--- src/rtl/cct_pkg.sv ---
package cct_pkg;

   typedef logic [1:0]  action_type;
   typedef logic [3:0]  port_type;
   typedef logic [2:0]  status_type;
   typedef logic [4:0]  limit_type;
   typedef logic [31:0] count_type;

   localparam action_type ACT_ROUTE = 2'd0;
   localparam action_type ACT_SET   = 2'd1;
   localparam action_type ACT_UNSET = 2'd2;

   localparam status_type ST_OK        = 3'd0;
   localparam status_type ST_DROPPED   = 3'd1;
   localparam status_type ST_IN_BUSY   = 3'd2;
   localparam status_type ST_OUT_RANGE = 3'd3;
   localparam status_type ST_OUT_TAKEN = 3'd4;

   localparam limit_type LIMIT_RESET = 5'd16;
   localparam count_type COUNT_MAX   = 32'hFFFF_FFFF;

   // wide enough to hold any port index up to the largest table depth
   localparam int IDX_EXT_W = 9;

endpackage

--- src/rtl/cct_if.sv ---
interface cct_req_if;
   import cct_pkg::*;
   logic       valid;
   logic       ready;
   action_type action;
   port_type   in_port;
   port_type   out_port;
   modport source (output valid, action, in_port, out_port, input ready);
   modport sink   (input valid, action, in_port, out_port, output ready);
endinterface

interface cct_rsp_if;
   import cct_pkg::*;
   logic       valid;
   logic       ready;
   logic       forward;
   port_type   routed_port;
   status_type status;
   count_type  drops_seen;
   modport source (output valid, forward, routed_port, status, drops_seen, input ready);
   modport sink   (input valid, forward, routed_port, status, drops_seen, output ready);
endinterface

interface cct_csr_if;
   import cct_pkg::*;
   logic      valid;
   logic      ready;
   limit_type data;
   modport source (output valid, data, input ready);
   modport sink   (input valid, data, output ready);
endinterface

--- src/rtl/cct_route_ram.sv ---
module cct_route_ram #(
   parameter int DEPTH = 16,
   parameter int AW    = 4
) (
   input  logic               clock,
   input  logic               wr_en,
   input  logic [AW-1:0]      wr_addr,
   input  cct_pkg::port_type  wr_data,
   input  logic               rd_en,
   input  logic [AW-1:0]      rd_addr,
   output cct_pkg::port_type  rd_data
);
   import cct_pkg::*;

   port_type mem_ff [DEPTH];
   port_type rd_data_ff;

   always_ff @(posedge clock) begin
      if (wr_en) begin
         mem_ff[wr_addr] <= wr_data;
      end
   end

   always_ff @(posedge clock) begin
      if (rd_en) begin
         rd_data_ff <= mem_ff[rd_addr];
      end
   end

   assign rd_data = rd_data_ff;

endmodule

--- src/rtl/crossbar_connection_table.sv ---
// crossbar connection table
// req_chan carries one transaction per item: action (route, set, unset),
// in_port and out_port. rsp_chan returns exactly one transaction per item
// with forward, routed_port, status and the running drop count drops_seen.
// csr_chan writes the number of output ports in use; it is always ready and
// the user must write it only while the block is idle; the block does not
// enforce this. the route memory is read and the item enters the decision
// stage at the accepting edge; the decision and table update land in the
// output register when the decision stage advances. the block takes one
// item per cycle while the receiver takes results; a set followed by an
// item on the same input is served by forwarding the last memory write, so
// no bubble. reset clears all connection valid bits, the ownership bits and
// the drop counter, and sets the output count to 16; the route memory itself
// is not cleared. when the receiver stalls, the output register holds its
// result, the decision stage holds any item it has and req_chan.ready stays
// low while it holds one, until the output register is taken.
module crossbar_connection_table #(
   parameter int NUM_INPUTS  = 16,
   parameter int NUM_OUTPUTS = 16
) (
   input  logic      clock,
   input  logic      reset,
   cct_req_if.sink   req_chan,
   cct_rsp_if.source rsp_chan,
   cct_csr_if.sink   csr_chan
);
   import cct_pkg::*;

   localparam int IN_AW  = $clog2(NUM_INPUTS);
   localparam int OUT_AW = $clog2(NUM_OUTPUTS);

   // configuration
   limit_type limit_ff, limit_in;

   // decision stage
   logic       s1_vld_ff, s1_vld_in;
   action_type s1_act_ff;
   port_type   s1_ip_ff;
   port_type   s1_op_ff;
   logic       fwd_hit_ff;
   port_type   fwd_port_ff;

   // table state
   logic [NUM_INPUTS-1:0]  route_vld_ff, route_vld_in;
   logic [NUM_OUTPUTS-1:0] owner_vld_ff, owner_vld_in;
   count_type              drop_ff, drop_in;

   // output register
   logic       rsp_vld_ff, rsp_vld_in;
   logic       rsp_fwd_ff;
   port_type   rsp_port_ff;
   status_type rsp_status_ff;
   count_type  rsp_drops_ff;

   logic                 req_acc;
   logic                 s1_adv;
   logic [IDX_EXT_W-1:0] req_ip_ext;
   logic [IN_AW-1:0]     req_idx;
   logic [IDX_EXT_W-1:0] ip_ext;
   logic [IDX_EXT_W-1:0] op_ext;
   logic [IDX_EXT_W-1:0] cur_ext;
   logic [IN_AW-1:0]     ip_idx;
   logic [OUT_AW-1:0]    op_idx;
   logic [OUT_AW-1:0]    cur_idx;
   logic                 ip_ok;
   logic                 op_ok;
   logic                 in_set;
   logic                 out_range;
   logic                 out_taken;
   port_type             ram_rd;
   port_type             cur_port;
   logic                 do_set;
   logic                 do_unset;
   logic                 res_fwd;
   port_type             res_port;
   status_type           res_status;
   count_type            res_drops;

   assign csr_chan.ready = 1'b1;
   assign limit_in = csr_chan.valid ? csr_chan.data : limit_ff;

   assign s1_adv         = s1_vld_ff && (!rsp_vld_ff || rsp_chan.ready);
   assign req_chan.ready = !s1_vld_ff || s1_adv;
   assign req_acc        = req_chan.valid && req_chan.ready;
   assign s1_vld_in      = req_acc ? 1'b1 : (s1_adv ? 1'b0 : s1_vld_ff);

   assign req_ip_ext = IDX_EXT_W'(req_chan.in_port);
   assign req_idx    = req_ip_ext[IN_AW-1:0];

   cct_route_ram #(
      .DEPTH (NUM_INPUTS),
      .AW    (IN_AW)
   ) u_route_ram (
      .clock   (clock),
      .wr_en   (s1_adv && do_set),
      .wr_addr (ip_idx),
      .wr_data (s1_op_ff),
      .rd_en   (req_acc),
      .rd_addr (req_idx),
      .rd_data (ram_rd)
   );

   // decision on the item held in the decision stage
   assign ip_ext   = IDX_EXT_W'(s1_ip_ff);
   assign op_ext   = IDX_EXT_W'(s1_op_ff);
   assign ip_idx   = ip_ext[IN_AW-1:0];
   assign op_idx   = op_ext[OUT_AW-1:0];
   assign ip_ok    = ip_ext < IDX_EXT_W'(NUM_INPUTS);
   assign op_ok    = op_ext < IDX_EXT_W'(NUM_OUTPUTS);
   assign cur_port = fwd_hit_ff ? fwd_port_ff : ram_rd;
   assign cur_ext  = IDX_EXT_W'(cur_port);
   assign cur_idx  = cur_ext[OUT_AW-1:0];

   assign in_set    = ip_ok && route_vld_ff[ip_idx];
   assign out_range = ({1'b0, s1_op_ff} >= limit_ff) || !op_ok;
   // a programmed output always belongs to a programmed input, so any
   // owner here is another input once the input itself is known free
   assign out_taken = owner_vld_ff[op_idx];

   always_comb begin
      res_fwd    = 1'b0;
      res_port   = '0;
      res_status = ST_OK;
      res_drops  = drop_ff;
      do_set     = 1'b0;
      do_unset   = 1'b0;
      case (s1_act_ff)
         ACT_ROUTE: begin
            if (in_set) begin
               res_fwd  = 1'b1;
               res_port = cur_port;
            end else begin
               res_status = ST_DROPPED;
               if (drop_ff != COUNT_MAX) begin
                  res_drops = drop_ff + 32'd1;
               end
            end
         end
         ACT_SET: begin
            if (!ip_ok) begin
               res_status = ST_OUT_RANGE;
            end else if (in_set) begin
               res_status = ST_IN_BUSY;
            end else if (out_range) begin
               res_status = ST_OUT_RANGE;
            end else if (out_taken) begin
               res_status = ST_OUT_TAKEN;
            end else begin
               do_set = 1'b1;
            end
         end
         ACT_UNSET: begin
            do_unset = in_set;
         end
         default: begin
         end
      endcase
   end

   always_comb begin
      route_vld_in = route_vld_ff;
      owner_vld_in = owner_vld_ff;
      drop_in      = drop_ff;
      if (s1_adv) begin
         drop_in = res_drops;
         if (do_set) begin
            route_vld_in[ip_idx] = 1'b1;
            owner_vld_in[op_idx] = 1'b1;
         end
         if (do_unset) begin
            route_vld_in[ip_idx]  = 1'b0;
            owner_vld_in[cur_idx] = 1'b0;
         end
      end
   end

   assign rsp_vld_in = s1_adv ? 1'b1 : ((rsp_vld_ff && rsp_chan.ready) ? 1'b0 : rsp_vld_ff);

   always_ff @(posedge clock) begin
      if (reset) begin
         limit_ff     <= LIMIT_RESET;
         s1_vld_ff    <= 1'b0;
         route_vld_ff <= '0;
         owner_vld_ff <= '0;
         drop_ff      <= '0;
         rsp_vld_ff   <= 1'b0;
      end else begin
         limit_ff     <= limit_in;
         s1_vld_ff    <= s1_vld_in;
         route_vld_ff <= route_vld_in;
         owner_vld_ff <= owner_vld_in;
         drop_ff      <= drop_in;
         rsp_vld_ff   <= rsp_vld_in;
      end
   end

   always_ff @(posedge clock) begin
      if (req_acc) begin
         s1_act_ff   <= req_chan.action;
         s1_ip_ff    <= req_chan.in_port;
         s1_op_ff    <= req_chan.out_port;
         // a set retiring this cycle is not yet visible to the memory read
         fwd_hit_ff  <= s1_adv && do_set && (ip_idx == req_idx);
         fwd_port_ff <= s1_op_ff;
      end
      if (s1_adv) begin
         rsp_fwd_ff    <= res_fwd;
         rsp_port_ff   <= res_port;
         rsp_status_ff <= res_status;
         rsp_drops_ff  <= res_drops;
      end
   end

   assign rsp_chan.valid       = rsp_vld_ff;
   assign rsp_chan.forward     = rsp_fwd_ff;
   assign rsp_chan.routed_port = rsp_port_ff;
   assign rsp_chan.status      = rsp_status_ff;
   assign rsp_chan.drops_seen  = rsp_drops_ff;

endmodule

--- src/flat_wrapper.sv ---
// flat-port wrapper written by rule: the top's interface ports become plain ports
module crossbar_connection_table_flat import cct_pkg::*;
#(
   parameter int NUM_INPUTS  = 16,
   parameter int NUM_OUTPUTS = 16
)
  (clock, reset, req_chan_valid, req_chan_action, req_chan_in_port, req_chan_out_port, req_chan_ready, rsp_chan_valid, rsp_chan_forward, rsp_chan_routed_port, rsp_chan_status, rsp_chan_drops_seen, rsp_chan_ready, csr_chan_valid, csr_chan_data, csr_chan_ready);
  cct_req_if req_chan_i ();
  cct_rsp_if rsp_chan_i ();
  cct_csr_if csr_chan_i ();
  input  logic clock;
  input  logic reset;
  input wire logic [$bits(req_chan_i.valid)-1:0] req_chan_valid;
  input wire logic [$bits(req_chan_i.action)-1:0] req_chan_action;
  input wire logic [$bits(req_chan_i.in_port)-1:0] req_chan_in_port;
  input wire logic [$bits(req_chan_i.out_port)-1:0] req_chan_out_port;
  output wire logic [$bits(req_chan_i.ready)-1:0] req_chan_ready;
  output wire logic [$bits(rsp_chan_i.valid)-1:0] rsp_chan_valid;
  output wire logic [$bits(rsp_chan_i.forward)-1:0] rsp_chan_forward;
  output wire logic [$bits(rsp_chan_i.routed_port)-1:0] rsp_chan_routed_port;
  output wire logic [$bits(rsp_chan_i.status)-1:0] rsp_chan_status;
  output wire logic [$bits(rsp_chan_i.drops_seen)-1:0] rsp_chan_drops_seen;
  input wire logic [$bits(rsp_chan_i.ready)-1:0] rsp_chan_ready;
  input wire logic [$bits(csr_chan_i.valid)-1:0] csr_chan_valid;
  input wire logic [$bits(csr_chan_i.data)-1:0] csr_chan_data;
  output wire logic [$bits(csr_chan_i.ready)-1:0] csr_chan_ready;
  assign req_chan_i.valid = req_chan_valid;
  assign req_chan_i.action = req_chan_action;
  assign req_chan_i.in_port = req_chan_in_port;
  assign req_chan_i.out_port = req_chan_out_port;
  assign req_chan_ready = req_chan_i.ready;
  assign rsp_chan_valid = rsp_chan_i.valid;
  assign rsp_chan_forward = rsp_chan_i.forward;
  assign rsp_chan_routed_port = rsp_chan_i.routed_port;
  assign rsp_chan_status = rsp_chan_i.status;
  assign rsp_chan_drops_seen = rsp_chan_i.drops_seen;
  assign rsp_chan_i.ready = rsp_chan_ready;
  assign csr_chan_i.valid = csr_chan_valid;
  assign csr_chan_i.data = csr_chan_data;
  assign csr_chan_ready = csr_chan_i.ready;
  crossbar_connection_table #(.NUM_INPUTS(NUM_INPUTS), .NUM_OUTPUTS(NUM_OUTPUTS)) u_core (.clock(clock), .reset(reset), .req_chan(req_chan_i), .rsp_chan(rsp_chan_i), .csr_chan(csr_chan_i));
endmodule
--- config.mk ---
export PLATFORM = sky130hd
export DESIGN_NAME = crossbar_connection_table_flat
export DESIGN_NICKNAME = d
export VERILOG_FILES = /design/src/rtl/cct_pkg.sv /design/src/rtl/cct_if.sv /design/src/rtl/cct_route_ram.sv /design/src/rtl/crossbar_connection_table.sv /design/src/flat_wrapper.sv
export SDC_FILE = /design/constraint.sdc
export NUM_CORES = 1
export LEC_CHECK = 0
export ABC_AREA = 1
export BUFFER_PORTS_ARGS = -buffer_cell sky130_fd_sc_hd__clkbuf_2
export CAP_MARGIN = 30
export CORE_ASPECT_RATIO = 0.5
export CORE_MARGIN = 1
export CORE_UTILIZATION = 60
export CTS_CLUSTER_SIZE = 20
export DETAILED_ROUTE_END_ITERATION = 8
export GPL_ROUTABILITY_DRIVEN = 0
export PLACE_DENSITY = 0.76
export SLEW_MARGIN = 25
export SYNTH_ARGS = -nofsm -noshare
export SYNTH_HDL_FRONTEND = slang
export SYNTH_SLANG_ARGS = --single-unit
--- constraint.sdc ---
create_clock -name clock -period 3.54 [get_ports clock]
set_clock_uncertainty 0.05 [all_clocks]
set_input_delay 0.531 -clock clock [delete_from_list [all_inputs] [get_ports clock]]
set_output_delay 0.531 -clock clock [all_outputs]
set_load 0.005 [all_outputs]
Word level (Yosys, flattened, before mapping)
Memories as Yosys holds them, arrays and structs flattened. A register that Yosys moved wholly into a read port is not among the register bits.
Cells that the tools add are included.
Word-level totals
  memories kept: 1
  bits in writable memories: 64
  logic and storage cells: 94
  output and inout bits: 43
  bits in registers: 126
Memories
  u_core.u_route_ram.mem_ff: words 16, bits a word 4, rd ports 1, clocked after memory_dff 1, write ports 1, RTL line cct_route_ram.sv:15  | port_type mem_ff [DEPTH];
Cells by class
  $add $sub $neg: 1
  reductions and logical operators: 19
  bitwise gates (word level): 6
  equality and inequality tests: 4
  order comparisons: 9
  muxes and demuxes: 39
Operators with widths (number)
  two-way mux 16 bit: 6
  two-way mux 32 bit: 3
  adder 32 x 1 -> 32 bit (second input constant): 1
  AND 16 bit: 2
  != test 32 bit (second input constant): 1
  NOT 16 bit: 2
  OR 16 bit: 2
  less-than comparator 4 x 5 -> 1 bit (second input constant): 5
  two-way mux 1 bit: 19
  demux 1 bit (select 4 bit): 3
  >= comparator 4 x 1 -> 1 bit (second input constant): 3
  two-way mux 3 bit: 4
  logical AND 1 bit: 9
  binary-select mux 1 bit (select 4 bit): 2
  one-hot mux 3 bit (2 select lines): 1
  >= comparator 4 x 5 -> 1 bit: 1
  == test 4 bit: 1
  two-way mux 4 bit: 1
  nonzero test 2 bit: 2
  logical NOT 1 bit: 3
  logical OR 1 bit: 3
  == test 2 x 1 -> 1 bit (second input constant): 1
  == test 2 bit (second input constant): 1
  logical NOT 2 bit: 1
  AND reduction 2 bit: 1

Depth between registers and ports, before layout
Gate-level depths: netlist (run 1).
  depth after elaboration: 11
  depth in mapped cells: 17

Modules after synthesis
A second synthesis (run 1) with hierarchy kept.
Second synthesis, totals
  cell total of the unflattened synthesis: 1372
  area, all modules: 10228.6 sq um
Modules (own cells, without submodules)
  crossbar_connection_table: sequential area each 3072.9 sq um, area each 7221.9 sq um, cells each 1082, instances 1
  cct_route_ram: sequential area each 2042.0 sq um, area each 3006.6 sq um, cells each 290, instances 1

Worst setup path before layout (run 1)
OpenSTA, ideal clock, no wires.
  path kind: input port to flip-flop
  from: input port rsp_chan_ready
  to: register u_core.rsp_drops_ff[0] (netlist: u_core.rsp_chan.drops_seen[0]), enable pin
  stages on the path: 6
  buffers on the path: 2
  arrival: 2.490 ns
  library setup time: 0.420 ns
  slack: 0.579 ns
  data required time: 3.070 ns
  cell sequence: inv_1 nand2_1 nand2_1 inv_1 clkbuf_1 clkbuf_1
Between the ends
  longest elaborated chain between the ends: 2
Ends and longest elaborated chain
  start, declared: RTL line flat_wrapper.sv:23  | input wire logic [$bits(rsp_chan_i.ready)-1:0] rsp_chan_ready;
  logical OR 1 bit: RTL line crossbar_connection_table.sv:82  | assign s1_adv = s1_vld_ff && (!rsp_vld_ff || rsp_chan.ready);
  logical AND 1 bit: RTL line crossbar_connection_table.sv:82
  end signal, assigned: RTL line crossbar_connection_table.sv:210  | rsp_drops_ff <= res_drops;
  end, declared: RTL line crossbar_connection_table.sv:53  | count_type rsp_drops_ff;
No other way between the ends.
A chain may end at the register's enable or synchronous reset.

Worst setup path in the final report (run 1)
  from: register u_core.s1_op_ff[0] (netlist: u_core.op_idx[0])
  to: memory u_core.u_route_ram.mem_ff[14][2] in the netlist's numbering, enable pin
Between the ends
  longest elaborated chain between the ends: 10
Ends and longest elaborated chain
  start, declared: RTL line crossbar_connection_table.sv:39  | port_type s1_op_ff;
  start signal, assigned: RTL line crossbar_connection_table.sv:201  | s1_op_ff <= req_chan.out_port;
  binary-select mux 1 bit (select 4 bit) / less-than comparator 4 x 5 -> 1 bit (equally long branches): RTL line crossbar_connection_table.sv:118, crossbar_connection_table.sv:109
  two-way mux 1 bit (not written as such) / logical NOT 1 bit (equally long branches): RTL line crossbar_connection_table.sv:118, crossbar_connection_table.sv:115
  two-way mux 1 bit / logical OR 1 bit (equally long branches): RTL line crossbar_connection_table.sv:146, crossbar_connection_table.sv:115
  two-way mux 1 bit *: RTL line crossbar_connection_table.sv:144  | end else if (out_range) begin
  two-way mux 1 bit *: RTL line crossbar_connection_table.sv:142  | end else if (in_set) begin
  two-way mux 1 bit *: RTL line crossbar_connection_table.sv:140  | if (!ip_ok) begin
  two-way mux 1 bit *: RTL line crossbar_connection_table.sv:127  | case (s1_act_ff)
  logical AND 1 bit *: RTL line crossbar_connection_table.sv:95  | .wr_en (s1_adv && do_set),
  two-way mux 1 bit *: RTL line cct_route_ram.sv:19  | if (wr_en) begin
  two-way mux 1 bit (not written as such) *: RTL line cct_route_ram.sv:20  | mem_ff[wr_addr] <= wr_data;
  end, declared: RTL line cct_route_ram.sv:15
Every way passes the cells marked *; elsewhere a longest branch is shown, timed or not. The select of a mux whose other input is x is not followed.

==> metrics.txt, run 1 <==
Pwr Density=441.7 nW/µm²; R2R depth=11; final setup TNS=0 ns; final setup vio count=0; ys async rst share=0%; Area growth, synth to finish=10.17%; switching share of power=27.44%; crit path from=u_core.op_idx[0]$_DFFE_PP_; DRT iter0 DRCs=940; Net Count, Synth=1319; Comb power frac=9.0%; Syn. warnings=0; worst vdd ir=310.6 µV; mean routed wirelength per cell=15.75 µm; # DRC=0; status=finished, final reports clean; Leak=4.926 nW; Die Y=93.78 µm; total grt overflow=0; Ant. Diodes=0; area of the core=16430 µm²; Yosys reg bits=194; RR Startpoint=u_core.op_idx[0]$_DFFE_PP_; most frequent cells in the layout=nand2_1, inv_1, nor2_1; maximum fanout along the worst path=18; routed via count=8786; CTS Sinks=194; Max Cap Viol=0; Synth cell types=34; Critical R2R Capture=u_core.u_route_ram.mem_ff[14][2]$_DFFE_PP_; CTS buffer count=17; Max Slew Vio Count=0; Post-DRT Antenna Nets=0; RSZ-0062 raised after global routing=no; worst hold path type=primary input to register; hold_sp=req_chan_action[0]; fraction of layout cells with a size suffix above 1=11.98%; # fillers=1370; area of the die=17400 µm²; CTS H-tree depth=4; worst relative slew slack=37.64%; CP Capture Type=register; sequential cell fraction of total power=51.9%; clk buf depth=2; largest net degree at the start of global routing=77; Synth Cell Area=10110 µm²; clock slew seen by the registers of the worst setup and hold paths=0.08 ns; clock power share=39.1%; postcts setup bufs=0; CP endpoint=u_core.u_route_ram.mem_ff[14][2]$_DFFE_PP_; DRT Pass-1 Iters=6; register area share after synthesis=50.60%; GR Util All Layers=29.96%; total wire length=24.87 mm; vias in the first global route=8347; Avg Cell Area, Syn=7.812 µm²; row count=33; Root Buffer=clkbuf_16; Worst-Skew Late Latency=0.45 ns; Worst Tran Pin Value=0.9354 ns; largest cells by area after synthesis=edfxtp_1, nand2_1, dfxtp_1; Pint=3.570 mW; CP startpoint kind=register; Final Util=67.77%; Initial Util=61.51%; CTS tree=yes; EDFF count, synth=123; commonest non-fill, non-tap cell in the layout=nand2_1; Setup Crit Path Kind=register to register; post-layout net count=1364; sw power=1.350 mW; Synth area leader=edfxtp_1; I/O pins=63; HPWL Detailed=16.56 mm; Synth Flop Type=edfxtp_1; Arrival @ worst endpoint=2.88 ns; Post-CTS Resized=0; Yosys top cell area share=36.54%; Tcrit/Tclk final=78.79%; FMAX=0.3585 GHz; antenna violations before repair=0; post-DR vias/cell=5.564; Tmin final=2.789 ns; die width=185.6 µm; R2R Setup Slk=0.75 ns; first-pass GRT wire length=40.26 mm; hold-fix buffers at CTS=0; final hold violations=0; Mapped Cells=1294; Worst EP required=3.63 ns; Port Buffer Count=61
## worst min path at each step
stage,to,cells past startpoint
floorplan,u_core.owner_vld_ff[12]$_SDFFE_PP0P_,2
global placement,u_core.owner_vld_ff[12]$_SDFFE_PP0P_,2
detailed placement,u_core.route_vld_ff[11]$_SDFFE_PP0P_,2
CTS,u_core.s1_act_ff[0]$_DFFE_PP_,1
global route,u_core.s1_act_ff[1]$_DFFE_PP_,1
finish,u_core.s1_act_ff[0]$_DFFE_PP_,1
## power groups by stage
| stage | Combinational (mW) | Sequential, mW | Clock [mW] |
|---|---|---|---|
| 2_1_floorplan | 0.305 | 2.59 | 0 |
| 3_3_place_gp | 0.424 | 2.60 | 0 |
| 3_5_place_dp | 0.435 | 2.60 | 0 |
| 4_1_cts | 0.441 | 2.55 | 1.93 |
| 5_1_grt | 0.497 | 2.56 | 2.01 |
| 6_report | 0.444 | 2.55 | 1.92 |
## worst max-delay path, cell delays in order, from the launching register on
cell,delay (ns)
edfxtp_1,0.68
inv_2,0.14
ha_1,0.32
inv_1,0.05
nand2_1,0.05
nand4_1,0.08
nand3_1,0.09
nor2_1,0.23
nand3_4,0.14
nor2_8,0.32
nand2_1,0.13
inv_1,0.19
## logic make-up after synthesis
family,Yosys count,synth area share (%)
AO/OA/AOI/OAI,151,8.392
XOR/XNOR,3,0.2600
adder cells (fa/ha/maj),5,0.6189
buffers and inverters,224,9.060
flip-flops,194,50.60
multiplexers,16,1.584
other,1,0.03710
AND/OR/NAND/NOR,700,29.45
## state kept, by name, summed over array words and instances (netlist names), 2 cells and up
signal	count
u_core.rsp_chan.routed_port	4
u_core.ip_idx	4
u_core.drop_ff	32
u_core.limit_ff	5
u_core.u_route_ram.mem_ff	64
u_core.u_route_ram.rd_data	4
u_core.route_vld_ff	16
u_core.rsp_chan.drops_seen	32
u_core.op_idx	4
u_core.s1_act_ff	2
u_core.owner_vld_ff	16
u_core.rsp_chan.status	3
u_core.fwd_port_ff	4
## cells in the mapped netlist, types with 5 or more instances
library cell,instances
mux2i_1,16
ha_1,5
o21ai_0,42
nand2_2,17
nand3_1,111
buf_2,9
buf_1,5
clkbuf_1,25
o21ai_1,6
a21oi_2,14
nand4_1,18
nand2_1,395
a21oi_1,73
nor2_2,5
edfxtp_1,123
buf_6,5
dfxtp_1,71
inv_1,170
nor2_1,135
nand3_2,10
o211ai_1,16
## metal layers
metal / up-vias / share of wire (%) / GRT usage [%]
li1: 4267 / - / -
met1: 4066 / 43 / 37.75
met2: 386 / 47 / 50.62
met3: 67 / 6.6 / 4.729
met4: 0 / 3.1 / 14.82
met5: - / 0 / 0
## layout make-up
cell class	count	area, µm²	area share, %
Clock inverter	15	165.2	1.483
Multi-Input combinational cell	876	4080	36.64
Inverter	175	656.9	5.898
Timing Repair Buffer	75	410.4	3.685
Clock buffer	17	425.4	3.820
Tap cell	227	284.0	2.550
Sequential cell	194	5115	45.93
## through the flow
step	power, mW	setup slack (ns)	hold slack (ns)	cell area (µm²)	std cells
floorplan	2.891	0.5795	0.3814	10110	1294
global placement	3.024	0.8284	0.3953	10550	1547
detailed placement	3.037	0.8093	0.3999	10550	1547
CTS	4.926	0.7821	0.1975	11140	1579
global route	5.073	0.5312	0.1955	11140	1579
finish	4.919	0.7509	0.2018	11140	1579
Power figures use the tool's default switching activity.
==> run 2: changes to the inputs <==
clock period = 2.7 ns   (was 3.54 ns; I/O delays follow)
==> run 2 against run 1 <==
  * Critical path depth grew 2
  * Cell count grew 1.0%
  * Setup slack lost 0.65 ns
  * Combinational power grew 39%
  * Via count grew 1.6%
  * Power grew 34%
  * Critical endpoint is now u_core.u_route_ram.mem_ff[14][0]$_DFFE_PP_
  * Largest cell class unchanged
  * Highest routed layer unchanged
==> metrics.txt, run 2 (synthesized netlist as in run 1, its figures left out) <==
placed cell area=10660 µm² (+1.1%); Reg area=5115 µm² (unchanged); clock slew seen by the registers of the worst setup and hold paths=0.08 ns (about the same); fraction of layout cells with a size suffix above 1=12.94% (+0.96 points); worst hold path type=primary input to register; Root Buffer=clkbuf_16; maximum fanout along the worst path=17 (-1); routed via count=8927 (+1.6%); status=finished, final reports clean; Initial Util=61.51% (unchanged); Biggest register=u_core.u_route_ram.mem_ff; die width=185.6 µm (unchanged); largest net degree at the start of global routing=51 (-34%); Area growth, synth to finish=11.98%; Max Cap Viol=0 (unchanged); Worst EP required=2.78 ns (-0.85 ns); Pwr Density=582.1 nW/µm² (+32%); CTS tree=yes; Post-CTS Resized=0 (unchanged); Post-DRT Antenna Nets=0 (unchanged); area of the die=17400 µm² (unchanged); area of the core=16430 µm² (unchanged); Tcrit/Tclk final=96.34% (+18 points); CP Capture Type=register; row count=33 (unchanged); CP startpoint kind=register; final setup vio count=0 (unchanged); Non-Filler Instances=1595 (+1.0%); Ant. Diodes=0 (unchanged); Setup Crit Path Kind=register to register; total wire length=25.51 mm (+2.6%); max reg flops=64 (unchanged); I/O pins=63 (unchanged); area of the multi-input gates=4080 µm² (unchanged); # DRC=0 (unchanged); Worst Tran Pin Value=0.8679 ns (-0.06746 ns); DRT Pass-1 Iters=6 (unchanged); first-pass GRT wire length=41.14 mm (+2.2%); total grt overflow=0 (unchanged); GR Util All Layers=30.50% (+0.54 points); Port Buffer Count=61 (unchanged); vias in the first global route=8685 (+4.0%); CTS buffer count=17 (unchanged); final setup TNS=0 ns (unchanged); Worst-Skew Late Latency=0.44 ns (about the same); Leak=5.025 nW (+2.0%); total placed cells including tap cells=1558 (+0.71%); Max Slew Vio Count=0 (unchanged); CTS H-tree depth=4 (unchanged); FMAX=0.3844 GHz (+7.2%); Tmin final=2.601 ns (-0.1880 ns); Die Y=93.78 µm (unchanged); # fillers=1362 (-0.58%); antenna violations before repair=0 (unchanged); CTS Sinks=194 (unchanged); worst vdd ir=470.8 µV (+52%); post-layout net count=1380 (+1.2%); Final Cell Area=11320 µm² (+1.6%); mean routed wirelength per cell=15.99 µm (+1.6%); HPWL Detailed=17.31 mm (+4.5%); worst relative slew slack=42.08% (+4.4 points); post-DR vias/cell=5.597 (+0.59%); most frequent cells in the layout=nand2_1, inv_1, nor2_1; final hold violations=0 (unchanged); clk buf depth=2 (unchanged); Arrival @ worst endpoint=2.68 ns (-0.20 ns); DRT iter0 DRCs=1051 (+12%); RSZ-0062 raised after global routing=no; commonest non-fill, non-tap cell in the layout=nand2_1
## run 2: cell types whose count changed in the layout (fill, tap and decap cells not counted), sizes merged
cell,before,now
bufinv,0,2
buf,14,30
clkinv,8,6
## run 2: power by group
part,internal (mW),switching (mW)
sequential,3.26,0.0762
combinational,0.196,0.421
clock,1.41,1.23
total,4.86,1.72
## run 2: worst max-delay path, cell delays in order (launching register included)
cell and delay [ns]:
edfxtp_1 0.40, buf_4 0.22, inv_2 0.11, nand2_1 0.21, nor2_1 0.07, nor2_1 0.14, nand2_1 0.07, nand2_1 0.05
nand2_1 0.06, nor2_2 0.11, nand2_2 0.11, nor2_8 0.35, nand2_1 0.15, inv_1 0.18
## run 2: routing by layer
metal | global-route usage (%) | vias to the layer above | share of wire (%)
met1 | 36.12 | 4180 | 42
met5 | 0 | - | 0
li1 | - | 4307 | -
met3 | 4.884 | 82 | 5.4
met4 | 15.85 | 0 | 4.1
met2 | 53.96 | 358 | 49
## run 2: metrics by stage
stage               setup WS (ns)  power [mW]  utilization [%]  hold WS [ns]
detailed placement         0.1385       3.995            64.88        0.3985
global placement           0.2248       3.976            64.79        0.3902
floorplan                  0.2619       3.790                -        0.3814
CTS                        0.1177       6.602            68.63       0.08077
global route              0.01233       6.805            68.88       0.07283
finish                    0.09887       6.589            68.88       0.08905
## run 2: area by class of cell
| class | count | area share, % |
|---|---|---|
| Sequential cell | 194 | 45.19 |
| Multi-Input combinational cell | 876 | 36.05 |
| Inverter | 175 | 5.803 |
| Timing Repair Buffer | 91 | 5.007 |
| Clock buffer | 17 | 3.758 |
| Tap cell | 227 | 2.509 |
| Clock inverter | 15 | 1.691 |
## run 2: path summary, 6_finish.rpt
path | start | end | slack (ns) | cells after the start
hold reg to reg | u_core.owner_vld_ff[15]$_SDFFE_PP0P_ | u_core.owner_vld_ff[15]$_SDFFE_PP0P_ | 0.41 | 2
hold / removal | req_chan_action[1] | u_core.s1_act_ff[1]$_DFFE_PP_ | 0.09 | 1
setup reg to reg | u_core.op_idx[1]$_DFFE_PP_ | u_core.u_route_ram.mem_ff[14][0]$_DFFE_PP_ | 0.1 | 13
setup / recovery | u_core.op_idx[1]$_DFFE_PP_ | u_core.u_route_ram.mem_ff[14][0]$_DFFE_PP_ | 0.1 | 13
## run 2: what timing repair did
action,in CTS,in global routing
setup endpoints to repair,0,3
setup buffers,0,4
hold buffers,0,0
